## src/hdl/arap_se_pkg.sv

```systemverilog
// shared types, widths and helpers for the arap stress and energy pipeline
package arap_se_pkg;

    localparam int F_W    = 24;
    localparam int MU_W   = 24;
    localparam int E_W    = 32;
    localparam int FRAC_W = 16;
    localparam int MAG_W  = F_W + 1;
    localparam int SQ_W   = 2 * MAG_W;
    localparam int ROOT_W = MAG_W;
    localparam int DIV_W  = MAG_W + FRAC_W;
    localparam int Q_W    = FRAC_W + 1;
    localparam int SHIFT_W = 5;
    localparam int D_W    = F_W + 2;
    localparam int PROD_W = MU_W + 1 + D_W;
    localparam int NRM_W  = 50;
    localparam int LO_W   = 24;
    localparam int HI_W   = NRM_W - LO_W;

    localparam logic [MU_W-1:0] MU_RESET = MU_W'(65536);
    localparam logic [Q_W-1:0]  ONE_Q    = Q_W'(65536);

    typedef logic signed [F_W-1:0] fix_t;

    typedef struct packed {
        fix_t f_row0_col0;
        fix_t f_row0_col1;
        fix_t f_row1_col0;
        fix_t f_row1_col1;
    } arap_in_t;

    typedef struct packed {
        fix_t            p_row0_col0;
        fix_t            p_row0_col1;
        fix_t            p_row1_col0;
        fix_t            p_row1_col1;
        logic [E_W-1:0]  strain_energy;
        logic            clipped;
    } arap_out_t;

    typedef struct packed {
        arap_in_t f;
        logic     a_neg;
        logic     b_neg;
        logic     zero;
    } side_t;

    localparam int SIDE_W      = $bits(side_t);
    localparam int SQRT_SIDE_W = SIDE_W + 2 * MAG_W;

    function automatic logic signed [D_W-1:0] to_d(input logic [F_W-1:0] v);
        return {{(D_W-F_W){v[F_W-1]}}, v};
    endfunction

endpackage

```

## src/hdl/arap_se_front.sv

```systemverilog
// front end: rotation terms, magnitudes, normalization and sum of squares
module arap_se_front (
    input  logic                       aclk,
    input  logic                       aresetn,
    input  logic                       en,
    input  logic                       in_valid,
    input  arap_se_pkg::arap_in_t      in_data,
    output logic                       out_valid,
    output arap_se_pkg::side_t         out_side,
    output logic [arap_se_pkg::MAG_W-1:0] out_ua,
    output logic [arap_se_pkg::MAG_W-1:0] out_ub,
    output logic [arap_se_pkg::SQ_W-1:0]  out_x
);
    import arap_se_pkg::*;

    logic [4:0] valid_reg;

    logic signed [MAG_W-1:0] a_reg, b_reg;
    arap_in_t f1_reg;
    side_t    s2_reg, s3_reg, s4_reg, s5_reg;
    logic [MAG_W-1:0] ua2_reg, ub2_reg, ua3_reg, ub3_reg, ua4_reg, ub4_reg, ua5_reg, ub5_reg;
    logic [SQ_W-1:0]  sqa4_reg, sqb4_reg, x5_reg;

    logic signed [MAG_W-1:0] a_next, b_next;
    logic [MAG_W-1:0] ua_next, ub_next, m_or, ua_n_next, ub_n_next;
    logic [SHIFT_W-1:0] k_next;

    always_comb begin
        a_next = MAG_W'(in_data.f_row1_col0) - MAG_W'(in_data.f_row0_col1);
        b_next = MAG_W'(in_data.f_row0_col0) + MAG_W'(in_data.f_row1_col1);
    end

    always_comb begin
        ua_next = a_reg[MAG_W-1] ? MAG_W'(-a_reg) : MAG_W'(a_reg);
        ub_next = b_reg[MAG_W-1] ? MAG_W'(-b_reg) : MAG_W'(b_reg);
    end

    // normalize so the larger magnitude reaches bit 23, or stays at bit 24 if it is already there
    always_comb begin
        m_or   = ua2_reg | ub2_reg;
        k_next = '0;
        if (!(m_or[MAG_W-1] | m_or[MAG_W-2])) begin
            for (int i = 0; i < MAG_W - 2; i++) begin
                if (m_or[i]) k_next = SHIFT_W'(MAG_W - 2 - i);
            end
        end
        ua_n_next = ua2_reg << k_next;
        ub_n_next = ub2_reg << k_next;
    end

    always_ff @(posedge aclk) begin
        if (!aresetn) begin
            valid_reg <= '0;
        end else if (en) begin
            valid_reg <= {valid_reg[3:0], in_valid};
        end
    end

    always_ff @(posedge aclk) begin
        if (en) begin
            a_reg    <= a_next;
            b_reg    <= b_next;
            f1_reg   <= in_data;
            s2_reg.f     <= f1_reg;
            s2_reg.a_neg <= a_reg[MAG_W-1];
            s2_reg.b_neg <= b_reg[MAG_W-1];
            s2_reg.zero  <= (a_reg == '0) && (b_reg == '0);
            ua2_reg  <= ua_next;
            ub2_reg  <= ub_next;
            s3_reg   <= s2_reg;
            ua3_reg  <= ua_n_next;
            ub3_reg  <= ub_n_next;
            s4_reg   <= s3_reg;
            ua4_reg  <= ua3_reg;
            ub4_reg  <= ub3_reg;
            sqa4_reg <= ua3_reg * ua3_reg;
            sqb4_reg <= ub3_reg * ub3_reg;
            s5_reg   <= s4_reg;
            ua5_reg  <= ua4_reg;
            ub5_reg  <= ub4_reg;
            x5_reg   <= sqa4_reg + sqb4_reg;
        end
    end

    assign out_valid = valid_reg[4];
    assign out_side  = s5_reg;
    assign out_ua    = ua5_reg;
    assign out_ub    = ub5_reg;
    assign out_x     = x5_reg;

endmodule

```

## config.mk

```make
export PLATFORM = sky130hd
export DESIGN_NAME = arap_se_front
export DESIGN_NICKNAME = d
export VERILOG_FILES = /design/src/hdl/arap_se_pkg.sv /design/src/hdl/arap_se_front.sv
export SDC_FILE = /design/constraint.sdc
export NUM_CORES = 2
export LEC_CHECK = 0
export BUFFER_PORTS_ARGS = -buffer_cell sky130_fd_sc_hd__buf_2
export CAP_MARGIN = 20
export CORE_MARGIN = 10
export CORE_UTILIZATION = 25
export DETAILED_ROUTE_END_ITERATION = 6
export PLACE_DENSITY = 0.45
export SLEW_MARGIN = 30
export SYNTH_ARGS = -nofsm -noshare
export SYNTH_HDL_FRONTEND = slang
export SYNTH_SLANG_ARGS = --single-unit
```

## constraint.sdc

```tcl
create_clock -name aclk -period 9.6 [get_ports aclk]
set_input_delay 0.48 -clock aclk [delete_from_list [all_inputs] [get_ports aclk]]
set_output_delay 0.48 -clock aclk [all_outputs]
set_load 0.03 [all_outputs]
```

# After elaboration in Yosys (flattened, before gate mapping)
# Index checks and enable logic that the tools add are counted.
[totals]
input_bits = 100
out_inout_bits = 200
word_cells = 88
ff_bits = 897
[classes]
mux = 26
add_sub_neg = 5
n_mul = 2
n_shift = 2
reduce_logical = 3
bitwise = 2
[op_table]
columns = ["cell", "n"]
rows = [
  ["$mux 5", 24],
  ["$mul 25x25->50", 2],
  ["$add 50x50->50", 1],
  ["$logic_not 25->1", 2],
  ["$neg 25->25", 2],
  ["$shl 25x5->25", 2],
  ["$mux 24", 2],
  ["$add 24x24->25", 1],
  ["$or 25x25->25", 1],
  ["$sub 24x24->25", 1],
  ["$logic_and 1x1->1", 1],
  ["$or 1x1->1", 1],
]

# Depth between registers and ports, before layout
[depth]
word_depth = 26
depth_mapped = 29
ltp_nobuf = 28

# Least setup slack after synthesis
# Ideal clock, no wire load.
[synth_timing]
path_type = "flip-flop to flip-flop"
from = "register ub3_reg[3]"
to = "register sqb4_reg[45], data pin"
period_less_slack_ns = 7.490
path_slack_ns = 2.110
path_stages_with_launch = 28
arrival_time_ns = 7.228
t_required_ns = 9.338
cell_sequence = "edfxtp_1 > clkbuf_1 > clkbuf_1 > nand2_1 > fa_1 > inv_1 > fa_1 > inv_1 > fa_1 > inv_1 > fa_1 > inv_1 > fa_1 > inv_1 > fa_1 > inv_1 > fa_1 > inv_1 > ha_1 > nand3_1 > or4_1 > o21ai_1 > a31oi_1 > o31ai_2 > a221oi_2 > o31a_1 > o21ai_1 > xor2_1"
[synth_via]
elab_chain_len = 1
[synth_lines]
columns = ["item", "line_no", "rtl"]
rows = [
  ["from (decl)", "arap_se_front.sv:21", "logic [MAG_W-1:0] ua2_reg, ub2_reg, ua3_reg, ub3_reg, ua4_reg, ub4_reg, ua5_reg, ub5_reg;"],
  ["from (signal assigned)", "arap_se_front.sv:72", "ub3_reg <= ub_n_next;"],
  ["$mul 25x25->50", "arap_se_front.sv:77", "sqb4_reg <= ub3_reg * ub3_reg;"],
  ["to (signal assigned)", "arap_se_front.sv:77", ""],
  ["to (decl)", "arap_se_front.sv:22", "logic [SQ_W-1:0] sqa4_reg, sqb4_reg, x5_reg;"],
]
# No other way between the ends.
# A chain may end at the register's enable or synchronous reset.

# Worst setup path in the final report
[layout_timing]
from = "register ua3_reg[5]"
to = "register sqa4_reg[42], data pin"
[layout_via]
elab_chain_len = 1
[layout_lines]
columns = ["item", "line_no", "rtl"]
rows = [
  ["from (decl)", "arap_se_front.sv:21", ""],
  ["from (signal assigned)", "arap_se_front.sv:71", "ua3_reg <= ua_n_next;"],
  ["$mul 25x25->50", "arap_se_front.sv:76", "sqa4_reg <= ua3_reg * ua3_reg;"],
  ["to (signal assigned)", "arap_se_front.sv:76", ""],
  ["to (decl)", "arap_se_front.sv:22", ""],
]
# No other way between the ends.

==> metrics.cfg <==
[clock_tree]
clkLatencyLatePin_ps = 850
cts.htree.levels = 3
clk_pin_slew_ps = 70
cts_root_buf = clkbuf_16
cts_resized = 0
post-cts-setup-buffers = 0
cts_made_buffers = 112
clockBufferDepth = 4
cts_tree = yes
cts.sinks = 893

[grt]
grt_usage_pct = 12.37
grt_pass1_vias = 47500
grt_pass1_wl_um = 291700
grt-ovfl-total = 0
grt_max_degree = 163
antenna_found_initial = 21

[worst_setup_path]
cp_common_cell = fa_1
end_kind = register
critPathSlowestCell = edfxtp_1
regToRegSetupSlack_ps = 1100
start_kind = register
worst-path-buf-inv = 7
cp_max_fo = 16
required_ps = 10130
worst-setup-path-type = reg2reg
max_stage_delay_ps = 880
arrival_ps = 9040
path_delay_family = adder cells

[sta]
worst_pin_slew_ps = 1028
fmax_mhz = 117.6
rsz0062_at_grt = false
hold_viol = 0
setup_slack_ps = 1099
fin_skew_ps = 89.54
slew_headroom_pct = 31.44
finalCritPeriodShare_pct = 88.55
slew_viol_final = 0
fin_setup_tns_ps = 0
setup_violations = 0
post-route-min-period_ps = 8501

[placement]
hpwl_um = 148300
post-place-ws_ps = 1144
io_buffers = 299
place_area_um2 = 76530
gp_congestion = 0.8479

[routing]
wirelength_um = 188600
drt_iter0_markers = 2577
wl_per_cell_um = 18.44
routed.top_layer = met5
drtPass1Iterations = 5
wl_met1_um = 85240
wl_met2_um = 86230
via_per_inst = 4.229
num_vias = 43250
route.detailed.drc = 0
routed-wl-met3_um = 12980
postRouteAntennaNets = 0

[finish]
areaGrowthSynthToFinish_pct = 15.28
layout-drive-gt1-share_pct = 8.868
n_fill_cell = 28820
multi_input_area_um2 = 37680
final-seq-area_um2 = 26770
final_area_um2 = 81170
final_cell_mix = 1423 x inv_1, 937 x fa_1, 888 x edfxtp_1, 470 x ha_1, 430 x nand2_1
layout.nets = 7922
final_common_cell = inv_1

[die]
start_util_pct = 25.16
die_y_um = 550.7
coreArea_um2 = 279900
die-area_um2 = 303300
rows = 194
ios = 300
fp.dieW_um = 550.7

[run]
cap_violations = 0

[logic_synthesis]
yosysSeqAreaShare_pct = 38.01
synthCells = 5989
synth_seq_cells = 893
yosys_warnings = 0
async_flop_share_pct = 0
synth_area_um2 = 70410
synth_nets = 7496
ys_types = 86
synth_ff_type = edfxtp_1
synth_area_per_cell_um2 = 11.76
synth-edff-count = 888

[hold_path]
hold_class = in2reg

[run_status]
status = finished clean

==> worst reg2reg max path, stage by stage (launching register included) <==
cell and delay [ps]:
edfxtp_1 880, buf_4 410, and2_1 220, inv_1 70, fa_1 500, inv_1 50, fa_1 470, inv_1 50
fa_1 580, fa_1 450, fa_1 540, inv_1 50, fa_1 470, inv_1 50, fa_1 470, inv_1 40
ha_1 330, a21o_1 170, a21o_1 180, a21oi_1 180, o21ai_0 170, a31oi_1 340, o21ai_2 190, a311o_1 370
o21ai_0 320, o21ai_0 220, nor4b_1 350, nor3b_1 90
==> cell usage after synthesis (11+ instances only) <==
| library cell | count | area, um2 |
|---|---|---|
| inv_1 | 1423 | 5341 |
| fa_1 | 937 | 18760 |
| edfxtp_1 | 888 | 26670 |
| ha_1 | 470 | 5881 |
| nand2_1 | 431 | 1618 |
| and2_1 | 265 | 1658 |
| a21oi_1 | 183 | 915.9 |
| xnor2_1 | 174 | 1524 |
| nor2_1 | 164 | 615.6 |
| clkbuf_1 | 131 | 491.7 |
| mux2i_1 | 119 | 1191 |
| a21o_1 | 113 | 848.3 |
| o21ai_0 | 112 | 560.5 |
| xor2_1 | 59 | 516.8 |
| nor3_1 | 40 | 200.2 |
| nand3_1 | 39 | 195.2 |
| o21a_1 | 39 | 292.8 |
| nor2b_1 | 32 | 200.2 |
| nand2b_1 | 27 | 168.9 |
| o31ai_1 | 23 | 172.7 |
| and3_1 | 22 | 137.6 |
| a31oi_1 | 19 | 118.9 |
| o21bai_1 | 19 | 142.6 |
| nand4_1 | 16 | 100.1 |
| a211oi_1 | 15 | 112.6 |
| or3_1 | 15 | 93.84 |
| or4_1 | 13 | 97.59 |
| nor4_1 | 12 | 75.07 |
| buf_2 | 11 | 55.05 |
==> cells by family after synthesis <==
group | share of synthesized area, %
buffers and inverters | 8.501
and+or+nand+nor | 7.627
adders and majority gates | 34.99
AOI/OAI and AO/OA | 5.916
DFF | 38.01
xor gates and xnor gates | 2.898
muxes | 2.052
==> final timing paths <==
| kind | startpoint | endpoint | cells after the start |
|---|---|---|---|
| worst min-delay path | en | f1_reg[79] | 1 |
| worst min register to register | s4_reg[10] | out_side[10] | 0 |
| worst max register to register | ua3_reg[5] | sqa4_reg[42] | 27 |
| worst max-delay path | ua3_reg[5] | sqa4_reg[42] | 27 |
==> metrics by stage <==
step / cells / util, % / hold slack (ps)
final: 10230 / 29.00 / 162.8
after global routing: 10230 / 29.00 / 177.8
after CTS: 10220 / 28.98 / 144.0
after detailed placement: 9926 / 27.34 / 404.5
after global placement: 9924 / 27.34 / 400.4
after floorplan: 5989 / - / 400.3
==> metal layers <==
metal / vias up / track usage, %
li1: 20070 / -
met1: 22010 / 16.71
met2: 950 / 20.08
met5: - / 0
met3: 212 / 3.153
met4: 12 / 2.549
==> final cells by class <==
class | instances | area share [%]
antenna | 8 | 0.02466
sequential | 893 | 32.98
clock buffer | 132 | 3.570
timing repair buffer | 468 | 3.821
tap | 3724 | 5.740
clock inverter | 62 | 0.8694
inverter | 1423 | 6.581
multi-input combinational | 3517 | 46.42
==> what timing repair did <==
action                     4_1_cts  5_1_grt
hold endpoints to repair       102        0
setup endpoints to repair        0        0
hold buffers                    98        0
Power is left out: the tool's default activity adds up to more than one toggle a clock period on the data nets, which glitch-free logic cannot reach.
