$ cat src/hdl/arap_se_pkg.sv
// shared types, widths and helpers for the arap stress and energy pipeline
package arap_se_pkg;

    localparam int F_W    = 24;
    localparam int MU_W   = 24;
    localparam int E_W    = 32;
    localparam int FRAC_W = 16;
    localparam int MAG_W  = F_W + 1;
    localparam int SQ_W   = 2 * MAG_W;
    localparam int ROOT_W = MAG_W;
    localparam int DIV_W  = MAG_W + FRAC_W;
    localparam int Q_W    = FRAC_W + 1;
    localparam int SHIFT_W = 5;
    localparam int D_W    = F_W + 2;
    localparam int PROD_W = MU_W + 1 + D_W;
    localparam int NRM_W  = 50;
    localparam int LO_W   = 24;
    localparam int HI_W   = NRM_W - LO_W;

    localparam logic [MU_W-1:0] MU_RESET = MU_W'(65536);
    localparam logic [Q_W-1:0]  ONE_Q    = Q_W'(65536);

    typedef logic signed [F_W-1:0] fix_t;

    typedef struct packed {
        fix_t f_row0_col0;
        fix_t f_row0_col1;
        fix_t f_row1_col0;
        fix_t f_row1_col1;
    } arap_in_t;

    typedef struct packed {
        fix_t            p_row0_col0;
        fix_t            p_row0_col1;
        fix_t            p_row1_col0;
        fix_t            p_row1_col1;
        logic [E_W-1:0]  strain_energy;
        logic            clipped;
    } arap_out_t;

    typedef struct packed {
        arap_in_t f;
        logic     a_neg;
        logic     b_neg;
        logic     zero;
    } side_t;

    localparam int SIDE_W      = $bits(side_t);
    localparam int SQRT_SIDE_W = SIDE_W + 2 * MAG_W;

    function automatic logic signed [D_W-1:0] to_d(input logic [F_W-1:0] v);
        return {{(D_W-F_W){v[F_W-1]}}, v};
    endfunction

endpackage

$ cat src/hdl/arap_se_div.sv
// pipelined restoring divider for cosine and sine, one quotient bit per stage
module arap_se_div (
    input  logic                          aclk,
    input  logic                          aresetn,
    input  logic                          en,
    input  logic                          in_valid,
    input  logic [arap_se_pkg::MAG_W-1:0] in_ua,
    input  logic [arap_se_pkg::MAG_W-1:0] in_ub,
    input  logic [arap_se_pkg::ROOT_W-1:0] in_h,
    input  arap_se_pkg::side_t            in_side,
    output logic                          out_valid,
    output logic [arap_se_pkg::Q_W-1:0]   out_qc,
    output logic [arap_se_pkg::Q_W-1:0]   out_qs,
    output arap_se_pkg::side_t            out_side
);
    import arap_se_pkg::*;

    logic              pre_valid_reg;
    logic [DIV_W-1:0]  nc_reg, ns_reg;
    logic [ROOT_W-1:0] hp_reg;
    side_t             sp_reg;

    logic [Q_W-1:0]    valid_reg;
    logic [DIV_W-1:0]  remc_reg [Q_W];
    logic [DIV_W-1:0]  rems_reg [Q_W];
    logic [Q_W-1:0]    qc_reg   [Q_W];
    logic [Q_W-1:0]    qs_reg   [Q_W];
    logic [ROOT_W-1:0] h_reg    [Q_W];
    side_t             side_reg [Q_W];

    logic [DIV_W-1:0] nc_next, ns_next;

    // rounded numerators: magnitude scaled by 2^16 plus half the divisor
    always_comb begin
        nc_next = {in_ub, FRAC_W'(0)} + DIV_W'(in_h >> 1);
        ns_next = {in_ua, FRAC_W'(0)} + DIV_W'(in_h >> 1);
    end

    always_ff @(posedge aclk) begin
        if (!aresetn) begin
            pre_valid_reg <= 1'b0;
        end else if (en) begin
            pre_valid_reg <= in_valid;
        end
    end

    always_ff @(posedge aclk) begin
        if (en) begin
            nc_reg <= nc_next;
            ns_reg <= ns_next;
            hp_reg <= in_h;
            sp_reg <= in_side;
        end
    end

    for (genvar t = 0; t < Q_W; t++) begin : g_stage
        localparam int BIT = Q_W - 1 - t;
        logic [DIV_W-1:0]  remc_in, rems_in, dsh, remc_next, rems_next;
        logic [Q_W-1:0]    qc_in, qs_in, qc_next, qs_next;
        logic [ROOT_W-1:0] h_in;
        side_t             side_in;
        logic              v_in;

        if (t == 0) begin : g_first
            assign remc_in = nc_reg;
            assign rems_in = ns_reg;
            assign qc_in   = '0;
            assign qs_in   = '0;
            assign h_in    = hp_reg;
            assign side_in = sp_reg;
            assign v_in    = pre_valid_reg;
        end else begin : g_rest
            assign remc_in = remc_reg[t-1];
            assign rems_in = rems_reg[t-1];
            assign qc_in   = qc_reg[t-1];
            assign qs_in   = qs_reg[t-1];
            assign h_in    = h_reg[t-1];
            assign side_in = side_reg[t-1];
            assign v_in    = valid_reg[t-1];
        end

        always_comb begin
            dsh       = DIV_W'(h_in) << BIT;
            remc_next = remc_in;
            rems_next = rems_in;
            qc_next   = qc_in;
            qs_next   = qs_in;
            if (remc_in >= dsh) begin
                remc_next = remc_in - dsh;
                qc_next   = qc_in | (Q_W'(1) << BIT);
            end
            if (rems_in >= dsh) begin
                rems_next = rems_in - dsh;
                qs_next   = qs_in | (Q_W'(1) << BIT);
            end
        end

        always_ff @(posedge aclk) begin
            if (!aresetn) begin
                valid_reg[t] <= 1'b0;
            end else if (en) begin
                valid_reg[t] <= v_in;
            end
        end

        always_ff @(posedge aclk) begin
            if (en) begin
                remc_reg[t] <= remc_next;
                rems_reg[t] <= rems_next;
                qc_reg[t]   <= qc_next;
                qs_reg[t]   <= qs_next;
                h_reg[t]    <= h_in;
                side_reg[t] <= side_in;
            end
        end
    end

    assign out_valid = valid_reg[Q_W-1];
    assign out_qc    = qc_reg[Q_W-1];
    assign out_qs    = qs_reg[Q_W-1];
    assign out_side  = side_reg[Q_W-1];

endmodule

$ cat config.mk
export PLATFORM = sky130hd
export DESIGN_NAME = arap_se_div
export DESIGN_NICKNAME = d
export VERILOG_FILES = /design/src/hdl/arap_se_pkg.sv /design/src/hdl/arap_se_div.sv
export SDC_FILE = /design/constraint.sdc
export NUM_CORES = 2
export LEC_CHECK = 0
export BUFFER_PORTS_ARGS = -buffer_cell sky130_fd_sc_hd__clkbuf_2
export CAP_MARGIN = 5
export CORE_UTILIZATION = 50
export CTS_CLUSTER_DIAMETER = 100
export DETAILED_ROUTE_END_ITERATION = 12
export PLACE_DENSITY = 0.74
export SLEW_MARGIN = 0
export SYNTH_ARGS = -nofsm -noshare
export SYNTH_HDL_FRONTEND = slang
export SYNTH_SLANG_ARGS = --single-unit
$ cat constraint.sdc
create_clock -name aclk -period 8.51 [get_ports aclk]
set_clock_uncertainty 0.2 [all_clocks]
set_input_delay 2.553 -clock aclk [delete_from_list [all_inputs] [get_ports aclk]]
set_output_delay 2.553 -clock aclk [all_outputs]
set_load 0.03 [all_outputs]
# Yosys cells after proc, flatten, opt, wreduce, memory -nomap -nowiden
# Memories as Yosys holds them, arrays and structs flattened.
# Index checks and enable logic that the tools add are counted.
classes:
  n_lt_le_gt_ge: 34
  muxes: 70
  n_addsub: 36
ops:
  columns: ["cell", "n"]
  rows:
  - ["$mux 41", 34]
  - ["$add 41x24->41", 2]
  - ["$ge 41x25->1", 2]
  - ["$ge 41x26->1", 2]
  - ["$ge 41x27->1", 2]
  - ["$ge 41x28->1", 2]
  - ["$ge 41x29->1", 2]
  - ["$ge 41x30->1", 2]
  - ["$ge 41x31->1", 2]
  - ["$ge 41x32->1", 2]
  - ["$ge 41x33->1", 2]
  - ["$ge 41x34->1", 2]
  - ["$ge 41x35->1", 2]
  - ["$ge 41x36->1", 2]
  - ["$ge 41x37->1", 2]
  - ["$ge 41x38->1", 2]
  - ["$ge 41x39->1", 2]
  - ["$ge 41x40->1", 2]
  - ["$ge 41x41->1", 2]
  - ["$sub 41x25->41", 2]
  - ["$sub 41x26->41", 2]
  - ["$sub 41x27->41", 2]
  - ["$sub 41x28->41", 2]
  - ["$sub 41x29->41", 2]
  - ["29 further kinds", 60]
word_totals:
  regBits: 224
  inputBits: 178
  out_inout_bits: 134
  word_cells: 174
  n_memories: 6
  ram_bits: 4080
memory_table:
  columns: ["memory", "depth", "width", "rd", "rd_ports_with_merged_regs", "write_ports", "line", "text"]
  rows:
  - ["side_reg", 17, 99, 17, 0, 17, "arap_se_div.sv:29", "side_t side_reg [Q_W];"]
  - ["remc_reg", 17, 41, 16, 0, 17, "arap_se_div.sv:24", "logic [DIV_W-1:0] remc_reg [Q_W];"]
  - ["rems_reg", 17, 41, 16, 0, 17, "arap_se_div.sv:25", "logic [DIV_W-1:0] rems_reg [Q_W];"]
  - ["h_reg", 17, 25, 16, 0, 17, "arap_se_div.sv:28", "logic [ROOT_W-1:0] h_reg [Q_W];"]
  - ["qc_reg", 17, 17, 17, 0, 17, "arap_se_div.sv:26", "logic [Q_W-1:0] qc_reg [Q_W];"]
  - ["qs_reg", 17, 17, 17, 0, 17, "arap_se_div.sv:27", "logic [Q_W-1:0] qs_reg [Q_W];"]

# Depth between registers and ports, before layout
# An unclocked memory read counts as a cell.
depth:
  depth_word: 3
  ltp_mapped: 16
  depth_no_buf: 14

# Worst setup path after synthesis
# No wires, ideal clock.
synth_path:
  path_kind: "input port to flip-flop"
  start: "in in_ua[0] (netlist bit)"
  end: "reg ns_reg[40] (netlist: g_stage[0].rems_in[40]), data pin"
  required_ns: 8.052
  cell_stages: 13
  arrival_ns: 4.668
  slack_ns: 3.384
  n_path_buf: 0
  setup_ns: 0.258
  cell_sequence: "ha_1 inv_1 fa_1 nor2b_1 o21ai_0 a21boi_0 o21ai_0 a21boi_0 o21ai_0 nand2b_1 nor2b_1 nand4_1 xnor2_1"
synth_via:
  elab_chain_cells: 1
synth_lines:
  columns: ["element", "line", "text"]
  rows:
  - ["from (decl)", "arap_se_div.sv:7", "input logic [arap_se_pkg::MAG_W-1:0] in_ua,"]
  - ["$add 41x24->41", "arap_se_div.sv:36", "ns_next = {in_ua, FRAC_W'(0)} + DIV_W'(in_h >> 1);"]
  - ["named net ns_next[40]", "arap_se_div.sv:31", "logic [DIV_W-1:0] nc_next, ns_next;"]
  - ["to (signal assigned)", "arap_se_div.sv:50", "ns_reg <= ns_next;"]
  - ["to (decl)", "arap_se_div.sv:19", "logic [DIV_W-1:0] nc_reg, ns_reg;"]
# The timed path passes the listed nets, and every way through them passes these cells.
# A chain may end at the register's enable or synchronous reset.

==> flow_metrics.tcl <==
set metrics [dict create \
    status "finished, final reports clean" \
    clock_path_buffers 4 \
    cap_violations 0 \
    worstSkewPairLatency_ns 0.98 \
    cp-end-kind "flop" \
    vias 97251 \
    crit_start "rems_reg[0][575]" \
    fmax_mhz 194 \
    dp_hpwl_um 265000 \
    period_needed_ns 5.16 \
    clkTransAtPathRegs_ns 0.06 \
    final_cells 17443 \
    crit_slowest_cell "o211ai_1" \
    r2r-end "rems_reg[0][648]" \
    grt_util_all_layers_pct 21.4 \
    min_delay_path_depth 0 \
    cts_sinks 3621 \
    slew_headroom_pct 7.81 \
    met1_length_um 143000 \
    first_pass_iters 6 \
    finalCritPeriodShare_pct 60.6 \
    die_area_um2 332000 \
    hold_path.class "flop to flop" \
    met2_wirelength_um 180000 \
    portBuffers 311 \
    netlist.area_leader.share_pct 65.6 \
    synth.avg_cell_area_um2 13.4 \
    row_count 210 \
    p_clk_share_pct 26.2 \
    final_common_cell "edfxtp_1" \
    post_cts_buffers 0 \
    synth_area_leader_cell "edfxtp_1" \
    setup_slack_ns 3.35 \
    ios 312 \
    root_buffer "clkbuf_16" \
    largest_reg_flops 1683 \
    grt_pass1_wl_um 549000 \
    viasPerCell 5.58 \
    hold_viol_final 0 \
    pre_cts_slack_ns 2.53 \
    drive_above_1_share_pct 9.18 \
    p_comb_share_pct 31.4 \
    dp.cells 16768 \
    cts_buffers 367 \
    gr-total-overflow 0 \
    antenna_found_initial 7 \
    mostFrequentLayoutCells "3603 x edfxtp_1, 1011 x a21oi_1, 864 x nor2_1, 851 x ha_1, 746 x nand2_1" \
    drt_iter0_markers 7404 \
    grt_setup_unrepaired "false" \
    switching_share_pct 33.0 \
    crit_arrival_ns 5.57 \
    totalWireLength_um 362000 \
    reg2regPathDepth 14 \
    crit_path_max_fanout 43 \
    yosysWarnings 0 \
    dieWidth_um 576 \
    routabilityCongestion 0.955 \
    async_flop_share_pct 0 \
    post-route-drc-count 0 \
    synth-seq-cells 3621 \
    tritoncts "yes" \
    setup-violations-final 0 \
    max_stage_delay_ns 0.61 \
    p_leak_nw 68.9 \
    worstSetupPathType "flop to flop" \
    core-area_um2 328000 \
    synth_nets 13336 \
    drtAntennaViolNets 0 \
    synthFlopType "edfxtp_1" \
    synth_edf_count 3603 \
    tns_ns 0 \
    ctsHoldBuffers 0 \
    top_layer "met4" \
    dieHeight_um 576 \
    worstHoldStart "side_reg[1][21]" \
    critical_path.cell_chain "inv_1 > ha_1 > fa_1 > nor2b_1 > o31ai_1 > a21oi_1 > or3_1 > a21bo_2 > o21ai_0 > o211ai_1 > buf_4 > o211ai_1 > or3_1 > xnor2_1" \
    grt_pass1_vias 96361 \
    syn_to_final_growth_pct 11.7 \
    wire_per_inst_um 20.7 \
    grt_max_degree 203 \
    ys_seq_area_share_pct 65.8 \
    cellPowerDensity_nw_per_um2 332 \
    worstPathRequired_ns 8.91 \
    synthTopCellsByArea "edfxtp_1 66%, ha_1 6.5%, a21oi_1 3.1%" \
    fin_hold_ws_ns 0.178 \
    worstMarginPinSlew_ns 1.36 \
    yosysUniqueCellTypes 89 \
    htree_num_levels 5 \
    fin_nets 13852 \
    irDropWorstVdd_mv 0.245 \
    rr_startpoint "rems_reg[0][575]" \
    drv_slew 0 \
    initial_utilization_pct 50.4 \
    min_to "side_reg[1][120]" \
    p_sw_mw 20.2 \
    critPathLaunchType "flop" \
    synth.cell_area_um2 165000 \
    post_cts_resized 0 \
    r2r_setup_slack_ns 3.35 \
    routed-wl-met3_um 17000 \
    p_seq_share_pct 42.4 \
    synthCells 12275 \
    p_int_mw 41.0 \
]
cells in the mapped netlist, types with 33 or more instances:
master and count:
mux2_2 151, nor2_1 864, a211oi_1 78, a21o_1 392, o21bai_1 86, xnor2_1 503, o21a_1 139, and3_1 68
ha_1 851, o31ai_1 67, a31oi_1 91, nand2_1 746, clkbuf_1 229, a21oi_1 1013, or3_1 74, nand3b_1 33
or2_2 43, a21boi_0 34, edfxtp_1 3603, nand2b_1 108, nor3_1 179, inv_1 653, nand3_1 193, nand4_1 149
o211ai_1 61, o21ai_0 638, nor2b_1 131, nor4_1 113, xor2_1 410
worst max-delay path by stage:
stage / to / slack, ns / depth (start not counted)
6_report: rems_reg[0][648] / 3.35 / 14
5_1_grt: rems_reg[0][648] / 3.07 / 14
4_1_cts: rems_reg[0][648] / 3.40 / 14
3_5_place_dp: g_stage[0].remc_in[34] / 2.53 / 14
3_3_place_gp: g_stage[0].remc_in[34] / 2.50 / 14
2_1_floorplan: g_stage[0].rems_in[40] / 3.38 / 13
per-layer routing:
metal | track usage [%] | vias up
met5 | 0 | -
met4 | 11.7 | 0
met3 | 2.98 | 831
met2 | 37.8 | 2592
met1 | 25.2 | 46463
li1 | - | 47365
area by class of cell:
| cell class | instances | area [um2] |
|---|---|---|
| antenna | 8 | 20.0 |
| sequential | 3621 | 109000 |
| multi-input combinational | 7740 | 53100 |
| timing repair buffer | 406 | 2560 |
| clock inverter | 237 | 2640 |
| tap | 4346 | 5440 |
| inverter | 655 | 2460 |
| clock buffer | 430 | 9510 |
| fill | 26186 | 143000 |
critical path, delay by kind of cell, from the launching register on:
family | cells | cell delay (ns)
DFF | 1 | 0.42
xor gates and xnor gates | 1 | 0.14
buffers and inverters | 2 | 0.62
adders and majority gates | 2 | 0.71
AOI/OAI and AO/OA | 6 | 1.86
and+or+nand+nor | 3 | 0.83
kinds of logic after synthesis:
| group | share of synthesized area [%] |
|---|---|
| buffers and inverters | 2.10 |
| muxes | 1.19 |
| xor gates and xnor gates | 4.85 |
| and+or+nand+nor | 8.34 |
| AOI/OAI and AO/OA | 10.9 |
| DFF | 65.8 |
| adders and majority gates | 6.84 |
power groups by stage:
stage	clock network [mW]	logic [mW]	registers, mW
3_5_place_dp	0	18.9	26.3
6_report	16.1	19.2	25.9
2_1_floorplan	0	14.0	25.2
5_1_grt	17.1	21.1	26.2
4_1_cts	16.5	19.1	25.9
3_3_place_gp	0	18.8	26.2
through the flow:
step	power (mW)	area (um2)	util, %
6_report	61.2	184000	56.3
5_1_grt	64.5	184000	56.3
4_1_cts	61.5	184000	56.2
3_5_place_dp	45.2	172000	52.5
3_3_place_gp	45.0	172000	52.5
2_1_floorplan	39.2	165000	-
(Power assumes the default switching activity.)
